`config.mk`:
```
export PLATFORM = sky130hd
export DESIGN_NAME = pnpe_ram
export DESIGN_NICKNAME = d
export VERILOG_FILES = /design/src/rtl/pnpe_ram.sv
export SDC_FILE = /design/constraint.sdc
export NUM_CORES = 1
export LEC_CHECK = 0
export ABC_CLOCK_PERIOD_IN_PS = 2700
export CAP_MARGIN = 20
export CORE_ASPECT_RATIO = 1.25
export CORE_MARGIN = 4
export CORE_UTILIZATION = 60
export CTS_BUF_LIST = sky130_fd_sc_hd__clkbuf_2
export CTS_CLUSTER_SIZE = 30
export DETAILED_ROUTE_END_ITERATION = 10
export DONT_BUFFER_PORTS = 1
export MAX_ROUTING_LAYER = met4
export PLACE_DENSITY = 0.76
export SLEW_MARGIN = 20
export SYNTH_ARGS = -nofsm -noshare
export SYNTH_HDL_FRONTEND = slang
export SYNTH_SLANG_ARGS = --single-unit
```
`constraint.sdc`:
```
create_clock -name clk -period 2.7 [get_ports clk]
set_clock_uncertainty 0.2 [all_clocks]
set_input_delay 0.27 -clock clk [delete_from_list [all_inputs] [get_ports clk]]
set_output_delay 0.27 -clock clk [all_outputs]
set_load 0.01 [all_outputs]
```
`src/rtl/pnpe_ram.sv`:
```
// ----------------------------------------------------------------------------
// pnpe_ram
// Generic simple dual-port RAM, one write and one registered read port.
// ----------------------------------------------------------------------------
module pnpe_ram #(
	parameter int WIDTH = 8,
	parameter int DEPTH = 16
) (
	input  logic                             clk,
	input  logic                             we,
	input  logic [$clog2(DEPTH)-1:0]         waddr,
	input  logic [WIDTH-1:0]                 wdata,
	input  logic                             re,
	input  logic [$clog2(DEPTH)-1:0]         raddr,
	output logic [WIDTH-1:0]                 rdata
);

	logic [WIDTH-1:0] mem [DEPTH];

	always_ff @(posedge clk) begin
		if (we) begin
			mem[waddr] <= wdata;
		end
		if (re) begin
			rdata <= mem[raddr];
		end
	end

endmodule

```
==> Word-level counts from Yosys, hierarchy flattened <==
Memories as Yosys holds them, arrays and structs flattened. A register that Yosys moved wholly into a read port is not among the register bits.
Cells that the tools add are included.
Widths: inputs -> output; s select.
{ "totals": {"output_inout_bits": 8, "word_cells": 3, "register_bits": 0, "memories": 1, "ram_bits": 128, "inputBits": 19} }
{ "memory_table": {"columns": ["memory", "words", "width", "read_ports", "rd_ports_with_merged_regs", "write_ports", "line", "source"], "rows": [
  ["mem", 16, 8, 1, 1, 1, "18", "logic [WIDTH-1:0] mem [DEPTH];"]
]} }
{ "op_classes": {"n_mux": 2} }
{ "op_table": {"columns": ["op", "n"], "rows": [
  ["$mux 1", 2]
]} }

==> Logic depth before layout (Yosys ltp) <==
Gate-level depths: netlist of the first run.
{ "depth": {"depth_word": 2, "mapped_depth": 5, "depth_no_buf": 3} }

==> Worst setup path after synthesis of the first run <==
No wires, ideal clock.
{ "synth_path": {"path_type": "input port to flip-flop", "startpoint": "input waddr[2]", "endpoint": "memory mem[0][0] (enable)", "n_path_buf": 0, "setup_ns": 0.383, "arrival_ns": 1.380, "required_ns": 2.117, "cell_stages": 2, "setup_slack_ns": 0.737, "path_cell_list": "or3b_2 -> nor3_1"} }
{ "synth_rtl": {"columns": ["element", "line", "source"], "rows": [
  ["start: declaration", "11", "input logic [$clog2(DEPTH)-1:0] waddr,"],
  ["end: declaration", "18", null]
]} }
No word-level cell before the write port.

==> impl_metrics.toml, run 1 <==
[timing]
drv_slew = 0
setup_ws_ns = 0.07630
fin_crit_sh = 0.9717
setup_tns_ns = 0
relSlewSlack = 0.4164
rsz0062_at_grt = "false"
holdWs_ns = 0.08238
worst_pin_slew_ns = 0.8722
max_freq_mhz = 381.1
period_needed_ns = 2.624
setup_violations = 0
hold_viol_final = 0

[synth]
yosysMostFrequentCell = "edfxtp_1"
ys.flop_type = "edfxtp_1"
yosys-top-cells-area = "edfxtp_1 (78%), mux4_2 (7.8%), mux4_1 (7.0%)"
netlist_area_um2 = 5228
synth_seq_cells = 136
synth_commonest_cells = "edfxtp_1 (136), mux4_2 (18), a22oi_1 (16)"
syn_nets = 248
ys_warn_count = 0
synth_top_cell_by_area = "edfxtp_1"
synth-edff-count = 136
ys_seq_area_frac = 0.7812
async_flop_share = 0
synth_cells = 229
synth.distinct_cells = 18
synth_top_area_share = 0.7812
avgSynthCellArea_um2 = 22.83

[clock_network]
clockBufferDepth = 2
clk-insertion-delay-late_ns = 0.67
path_clk_slew_ns = 0.19
post_cts_resized = 0
numCtsBuffers = 17
post_cts_buffers = 0
cts_root_buf = "clkbuf_2"
cts_tree = "done"
cts.sinks = 136
cts_max_level = 4

[worst_setup_path]
end_kind = "flip-flop"
max_stage_delay_ns = 0.58
critical_path_class = "flip-flop to flip-flop"
reg2reg_depth = 5
critical_path_arrival_ns = 2.87
regToRegEndpoint = "rdata[3]"
critPathLaunchType = "flip-flop"
cp_data_required_time_ns = 2.95
r2r_setup_slack_ns = 0.08
reg2reg_from = "mem[12][3]"
startpoint = "mem[12][3]"
crit_slowest_cell = "dlygate4sd3_1"
critPathMostFrequentCell = "dlygate4sd3_1"
crit_path_cell_trace = "mux4_2, dlygate4sd3_1, a22oi_1, dlygate4sd3_1, nand2_1"
path_max_fanout = 1

[routing]
first_pass_iters = 7
drc_errors = 0
route.detailed.vias_per_inst = 6.208
ant_nets = 0
vias = 2539
drt-total-wl_um = 10160
wl_per_cell_um = 24.83
drt_iter0_markers = 252

[cells_and_area]
area_growth_pct = 14.86
multi_input_comb_area_um2 = 1057
seqCellArea_um2 = 4084
antenna_cells = 0
drive_gt1_frac = 0.2123
utilization = 0.7166
instances_no_fill = 409
nFillCells = 504
final_nets = 298
fin_area_um2 = 6005

[global_route]
grt_max_degree = 33
grt.busiest_layer = "met2"
antenna_found_initial = 0
use_met3 = 0.07306
grt_pass1_vias = 2596
grtUsageMet2 = 0.3549
grt_usage = 0.2231
grt_pass1_wl_um = 15440
use_met1 = 0.2708
grt_overflow_total = 0

[floorplanning]
dieArea_um2 = 10280
dieHeight_um = 112.4
rows = 37
io_pins = 27
die_w_um = 91.49
initial_core_util = 0.6239
core_area_um2 = 8379

[pwr]
totalPowerFinal_mw = 4.079
power_density_nw_per_um2 = 679.3
ir_drop_mv = 0.4358
p_leak_nw = 1.978

[placement]
dp_hpwl_um = 5690
place_ws_ns = 0.7442
placedCellCount = 348
placed_area_um2 = 5378
io_buffer_count = 0
gp_congestion = 0.8511

[worst_hold_path]
whs_path_depth = 3
worstHoldStart = "raddr[3]"
hold_path.class = "input pin to flip-flop"
hold_end = "rdata[7]"

[outcome]
status = "finished clean"

[run]
cap_viol_max_count = 0
-- placed cells by master, fill, tap and decap left out --
cell,count
and2b_1,1
nand2b_1,2
clkbuf_2,17
nand2_1,9
buf_4,12
buf_12,2
and2_1,1
clkinv_1,3
nor2_1,13
mux4_1,14
mux4_2,18
nor3_1,4
clkinv_4,2
nor2b_1,1
a22oi_1,16
nand3b_1,2
nand3_1,1
or3b_2,1
dlygate4sd3_1,27
bufinv_16,6
clkinv_2,3
clkinvlp_4,1
edfxtp_1,136
-- cells by family (layout without fill, tap and decap cells) --
family	Yosys count	count (layout)	share of synthesized area
AO/OA/AOI/OAI	16	16	0.02298
buffers and inverters	10	73	0.01651
flip-flops	136	136	0.7812
multiplexers	32	32	0.1479
AND/OR/NAND/NOR	35	35	0.03136
-- metal layers --
metal	wire, um	up-vias
li1	-	1087
met1	3854	1313
met2	5446	120
met3	624	19
met4	231	0
met5	0	-
-- power breakdown --
part / leakage [nW] / internal (mW) / switching (mW)
logic: 0.561 / 0.102 / 0.122
registers: 1.24 / 2.38 / 0.0180
clock network: 0.180 / 0.782 / 0.678
total: 1.98 / 3.26 / 0.818
-- registers in the layout (all words and copies together) (netlist names) --
| signal | cells |
|---|---|
| rdata | 8 |
| mem | 128 |
-- what timing repair did --
item                                   CTS  global route
hold buffers                            29             1
endpoints found under the hold margin  272             1
setup endpoints to repair                0             1
-- area by class of cell --
type                    count  share of cell area
clock buffers              17             0.01417
flip-flops and latches    136              0.6801
clock inverters            15             0.03855
well taps                 117             0.02438
repair buffers             41             0.06668
multi-input cells          83              0.1761
-- critical path: cells and delay by family (launching register included) --
family / cells / cell delay, ns
AO/OA/AOI/OAI: 1 / 0.15
buffers and inverters: 2 / 1.14
flip-flops: 1 / 0.40
multiplexers: 1 / 0.44
AND/OR/NAND/NOR: 1 / 0.06
-- how the worst max path moves through the flow --
stage / endpoint / slack, ns
floorplan: mem[0][0] / 0.74
global route: rdata[3] / 0.02
global placement: mem[3][1] / 0.82
detailed placement: mem[2][0] / 0.74
CTS: rdata[5] / 0.06
finish: rdata[3] / 0.08
Power figures use the tool's default switching activity.
==> run 2, diff against run 1 <==
Settings changed: HOLD_SLACK_MARGIN from default to 0.1.
==> run 2 against run 1 <==
  * The run now ends with setup timing left
  * Sequential share of layout area down 0.62 points
  * Via count rose by 0.87%
  * Clock-buffer cell count unchanged
  * Highest routed layer unchanged
==> impl_metrics.toml, run 2 (synthesis gave the netlist of run 1 again) <==
[cells_and_area]
regMostFlops = "mem"
drive_gt1_frac = 0.2128
most-common-layout-cells = "edfxtp_1 (136), dlygate4sd3_1 (30), mux4_2 (18), clkbuf_2 (17), a22oi_1 (16)"
final_nets = 302
largest_reg_flops = 128
seqCellArea_um2 = 4084
multi_input_comb_area_um2 = 1057
antenna_cells = 0
nFillCells = 497
layout_commonest_cell = "edfxtp_1"
area_growth_pct = 15.92
reg_top3 = "mem x128, rdata x8"

[pwr]
p_comb_frac = 0.057
ir_drop_mv = 0.4396
p_leak_nw = 2.002
power_density_nw_per_um2 = 676.8
p_int_mw = 3.268
power_frac_seq = 0.584
switching_share = 0.2033
totalPowerFinal_mw = 4.101
clockPowerShare = 0.359
power.switching_mw = 0.8336

[routing]
wl_per_cell_um = 25.25
drt-total-wl_um = 10430
first_pass_iters = 5
drt_iter0_markers = 357
vias = 2561
drc_errors = 0
route.detailed.vias_per_inst = 6.201
ant_nets = 0

[clock_network]
post_cts_buffers = 0
path_clk_slew_ns = 0.20
clk-insertion-delay-late_ns = 0.68
numCtsBuffers = 17
cts_max_level = 4
cts.sinks = 136
cts_root_buf = "clkbuf_2"
clockBufferDepth = 2
post_cts_resized = 0
cts_tree = "done"

[floorplanning]
initial_core_util = 0.6239
rows = 37
io_pins = 27
core_area_um2 = 8379
dieHeight_um = 112.4
dieArea_um2 = 10280
die_w_um = 91.49

[worst_setup_path]
r2r_setup_slack_ns = 0.07
critical_path_arrival_ns = 3.01
reg2reg_from = "mem[12][3]"
critical_path_class = "input pin to flip-flop"
crit_path_end = "rdata[3]"
reg2reg_depth = 5
end_kind = "flip-flop"
critPathLaunchType = "input pin"
regToRegEndpoint = "rdata[3]"
cp_data_required_time_ns = 2.96
startpoint = "raddr[0]"
path_max_fanout = 15

[placement]
gp_congestion = 0.8511
dp_hpwl_um = 5690
io_buffer_count = 0
place_ws_ns = 0.7442

[global_route]
grt_overflow_total = 0
antenna_found_initial = 0
grt_pass1_vias = 2593
grt_max_degree = 33
grt_usage = 0.2223
grt_pass1_wl_um = 15430

[timing]
setup_tns_ns = -0.04501
period_needed_ns = 2.745
setup_violations = 1
worst_pin_slew_ns = 0.8886
relSlewSlack = 0.4054
setup_ws_ns = -0.04501
fin_crit_sh = 1.017
hold_viol_final = 0
max_freq_mhz = 364.3
drv_slew = 0
holdWs_ns = 0.2359

[worst_hold_path]
hold_path.class = "input pin to flip-flop"

[outcome]
violations = "setup timing"
status = "complete, but fails checks"

[run]
cap_viol_max_count = 0
## run 2: area by class of cell
cell class,instances,area share
sequential,136,0.6740
multi-input combinational,83,0.1745
timing repair buffer,45,0.07516
clock inverter,15,0.03820
tap,117,0.02416
clock buffer,17,0.01404
## run 2: repair_timing
action                                  4_1_cts  5_1_grt
endpoints found under the setup margin        0        2
hold buffers                                 31        2
hold endpoints to repair                    272        1
## run 2: routing by layer
| layer | part of all wire | wire length [um] | vias to the layer above | GRT usage |
|---|---|---|---|---|
| met1 | 0.38 | 3959 | 1330 | 0.2708 |
| met4 | 0.019 | 199 | 0 | 0.06740 |
| met2 | 0.53 | 5572 | 121 | 0.3584 |
| li1 | - | - | 1094 | - |
| met5 | 0 | 0 | - | - |
| met3 | 0.067 | 698 | 16 | 0.07172 |
## run 2: critical path, cell delays in order
cell	delay (ns)
dlygate4sd3_1	0.67
buf_12	0.21
mux4_2	0.50
dlygate4sd3_1	0.56
a22oi_1	0.15
dlygate4sd3_1	0.58
nand2_1	0.06
## run 2: per-stage QoR
| step | instance area, um2 | cells | utilization |
|---|---|---|---|
| finish | 6060 | 413 | 0.7232 |
| global route | 6060 | 413 | 0.7232 |
| CTS | 6025 | 411 | 0.7190 |
| detailed placement | 5378 | 348 | 0.6418 |
| global placement | 5378 | 348 | 0.6418 |
| floorplan | 5228 | 229 | - |
## run 2: how the worst min path moves through the flow
stage	start	endpoint	slack [ns]	cells past startpoint
finish	waddr[1]	mem[0][3]	0.24	2
detailed placement	wdata[4]	mem[5][4]	0.17	0
global placement	wdata[6]	mem[7][6]	0.17	0
CTS	waddr[1]	mem[0][3]	0.15	2
global route	waddr[1]	mem[0][5]	0.16	2
floorplan	wdata[0]	mem[0][0]	0.17	0
## run 2: power by group through the flow
stage	sequential [mW]	clock [mW]	combinational (mW)
floorplan	2.44	0	0.120
global placement	2.44	0	0.125
detailed placement	2.44	0	0.126
CTS	2.40	1.49	0.223
global route	2.40	1.62	0.248
finish	2.40	1.47	0.233
==> run 3, diff against run 2 <==
Settings changed: ABC_CLOCK_PERIOD_IN_PS 2700 to 3200.
Clock period 2.7 ns to 3.2 ns, I/O delays scaled along.
==> run 3 against run 2 <==
  * The flow now finishes without violations
  * Critical path depth did not move
  * Worst setup slack improved by 0.32 ns
  * Routed wire length down 6.5%
  * Die area is the same
  * Global-route usage is 0.24 points lower
  * Largest cell class unchanged
  * Largest power group unchanged
==> impl_metrics.toml, run 3 (synthesis gave the netlist of run 1 again) <==
[worst_setup_path]
path_max_fanout = 6
critPathLaunchType = "input pin"
r2r_setup_slack_ns = 0.49
critical_path_arrival_ns = 3.31
crit_path_cell_trace = "dlygate4sd3_1, nor2b_1, dlygate4sd3_1, a22oi_1, dlygate4sd3_1, nand2_1, dlygate4sd3_1"
critPathMostFrequentCell = "dlygate4sd3_1"
crit_path_end = "rdata[4]"
startpoint = "raddr[2]"
crit_slowest_cell = "dlygate4sd3_1"
regToRegEndpoint = "rdata[4]"
critical_path_class = "input pin to flip-flop"
reg2reg_depth = 5
cp_data_required_time_ns = 3.58
reg2reg_from = "mem[9][4]"
end_kind = "flip-flop"
max_stage_delay_ns = 0.79

[global_route]
antenna_found_initial = 0
grt_pass1_wl_um = 15460
grt_max_degree = 33
grt_pass1_vias = 2661
grt_overflow_total = 0
grt_usage = 0.2199

[cells_and_area]
final_nets = 294
antenna_cells = 0
area_growth_pct = 14.03
regMostFlops = "mem"
reg_top3 = "mem x128, rdata x8"
largest_reg_flops = 128
layout_commonest_cell = "edfxtp_1"
most-common-layout-cells = "edfxtp_1 (136), dlygate4sd3_1 (30), mux4_2 (18), clkbuf_2 (17), a22oi_1 (16)"
drive_gt1_frac = 0.1944
utilization = 0.7114
nFillCells = 494
fin_area_um2 = 5961

[routing]
drc_errors = 0
route.detailed.vias_per_inst = 6.188
drt_iter0_markers = 243
wl_met2_um = 5145
routed.top_layer = "met4"
vias = 2506
drt-total-wl_um = 9754
met3_length_um = 696
wl_met1_um = 3746
first_pass_iters = 5
wl_per_cell_um = 24.08
ant_nets = 0

[clock_network]
cts_tree = "done"
post_cts_resized = 0
clk-insertion-delay-late_ns = 0.70
numCtsBuffers = 17
clockBufferDepth = 2
path_clk_slew_ns = 0.20
cts.sinks = 136
cts_max_level = 4
cts_root_buf = "clkbuf_2"

[floorplanning]
io_pins = 27
dieArea_um2 = 10280
rows = 37
initial_core_util = 0.6239
die_w_um = 91.49
core_area_um2 = 8379
dieHeight_um = 112.4

[placement]
placed_area_um2 = 5325
dp_hpwl_um = 5653
io_buffer_count = 0
gp_congestion = 0.7984

[worst_hold_path]
hold_path.class = "input pin to flip-flop"

[timing]
fin_crit_sh = 0.9153
hold_viol_final = 0
period_needed_ns = 2.929
setup_tns_ns = 0
relSlewSlack = 0.3761
rsz0062_at_grt = "false"
worst_pin_slew_ns = 0.9324
drv_slew = 0
setup_violations = 0
max_freq_mhz = 341.4

[pwr]
ir_drop_mv = 0.3796
p_leak_nw = 1.931
power_density_nw_per_um2 = 561.1

[outcome]
status = "finished clean"

[run]
cap_viol_max_count = 0
## run 3: layer usage
metal,up-vias,track usage
met3,16,0.06099
li1,1079,-
met4,0,0.07646
met1,1302,0.2735
met2,109,0.3515
met5,-,-
## run 3: stage by stage
stage                     total power [mW]  instances  setup WS [ns]  hold slack [ns]
after global placement               2.162        341          1.226           0.2197
after detailed placement             2.166        341          1.206           0.2197
after floorplan                      2.157        229          1.187           0.2189
after CTS                            3.351        405        0.06737           0.1093
after global routing                 3.481        405         0.2698           0.1890
final                                3.344        405         0.2710           0.2651
## run 3: what timing repair did
item	4_1_cts	5_1_grt
setup buffers	0	0
setup endpoints to repair	0	1
endpoints found under the hold margin	272	1
hold buffers	32	1
## run 3: worst min-delay path by stage
stage,from,to,cells past startpoint
floorplan,wdata[0],mem[0][0],0
global placement,wdata[0],mem[2][0],0
detailed placement,wdata[4],mem[7][4],0
CTS,raddr[0],rdata[6],4
global route,waddr[1],mem[0][6],2
finish,waddr[1],mem[0][6],2
## run 3: worst max-delay path, delay by kind of cell
kind                   cells  cell delay [ns]
AO/OA/AOI/OAI              1             0.14
AND/OR/NAND/NOR            2             0.33
buffers and inverters      4             2.52
## run 3: area by class of cell
cell class,instances,area [um2],area share
clock buffer,17,85.08,0.01427
timing repair buffer,37,385.4,0.06465
multi-input combinational,83,1057,0.1774
sequential,136,4084,0.6851
tap,117,146.4,0.02456
clock inverter,15,202.7,0.03400
## run 3: power breakdown
group | internal (mW) | switching (mW)
registers | 2.01 | 0.0146
logic | 0.0906 | 0.100
clock network | 0.515 | 0.618
total | 2.61 | 0.733
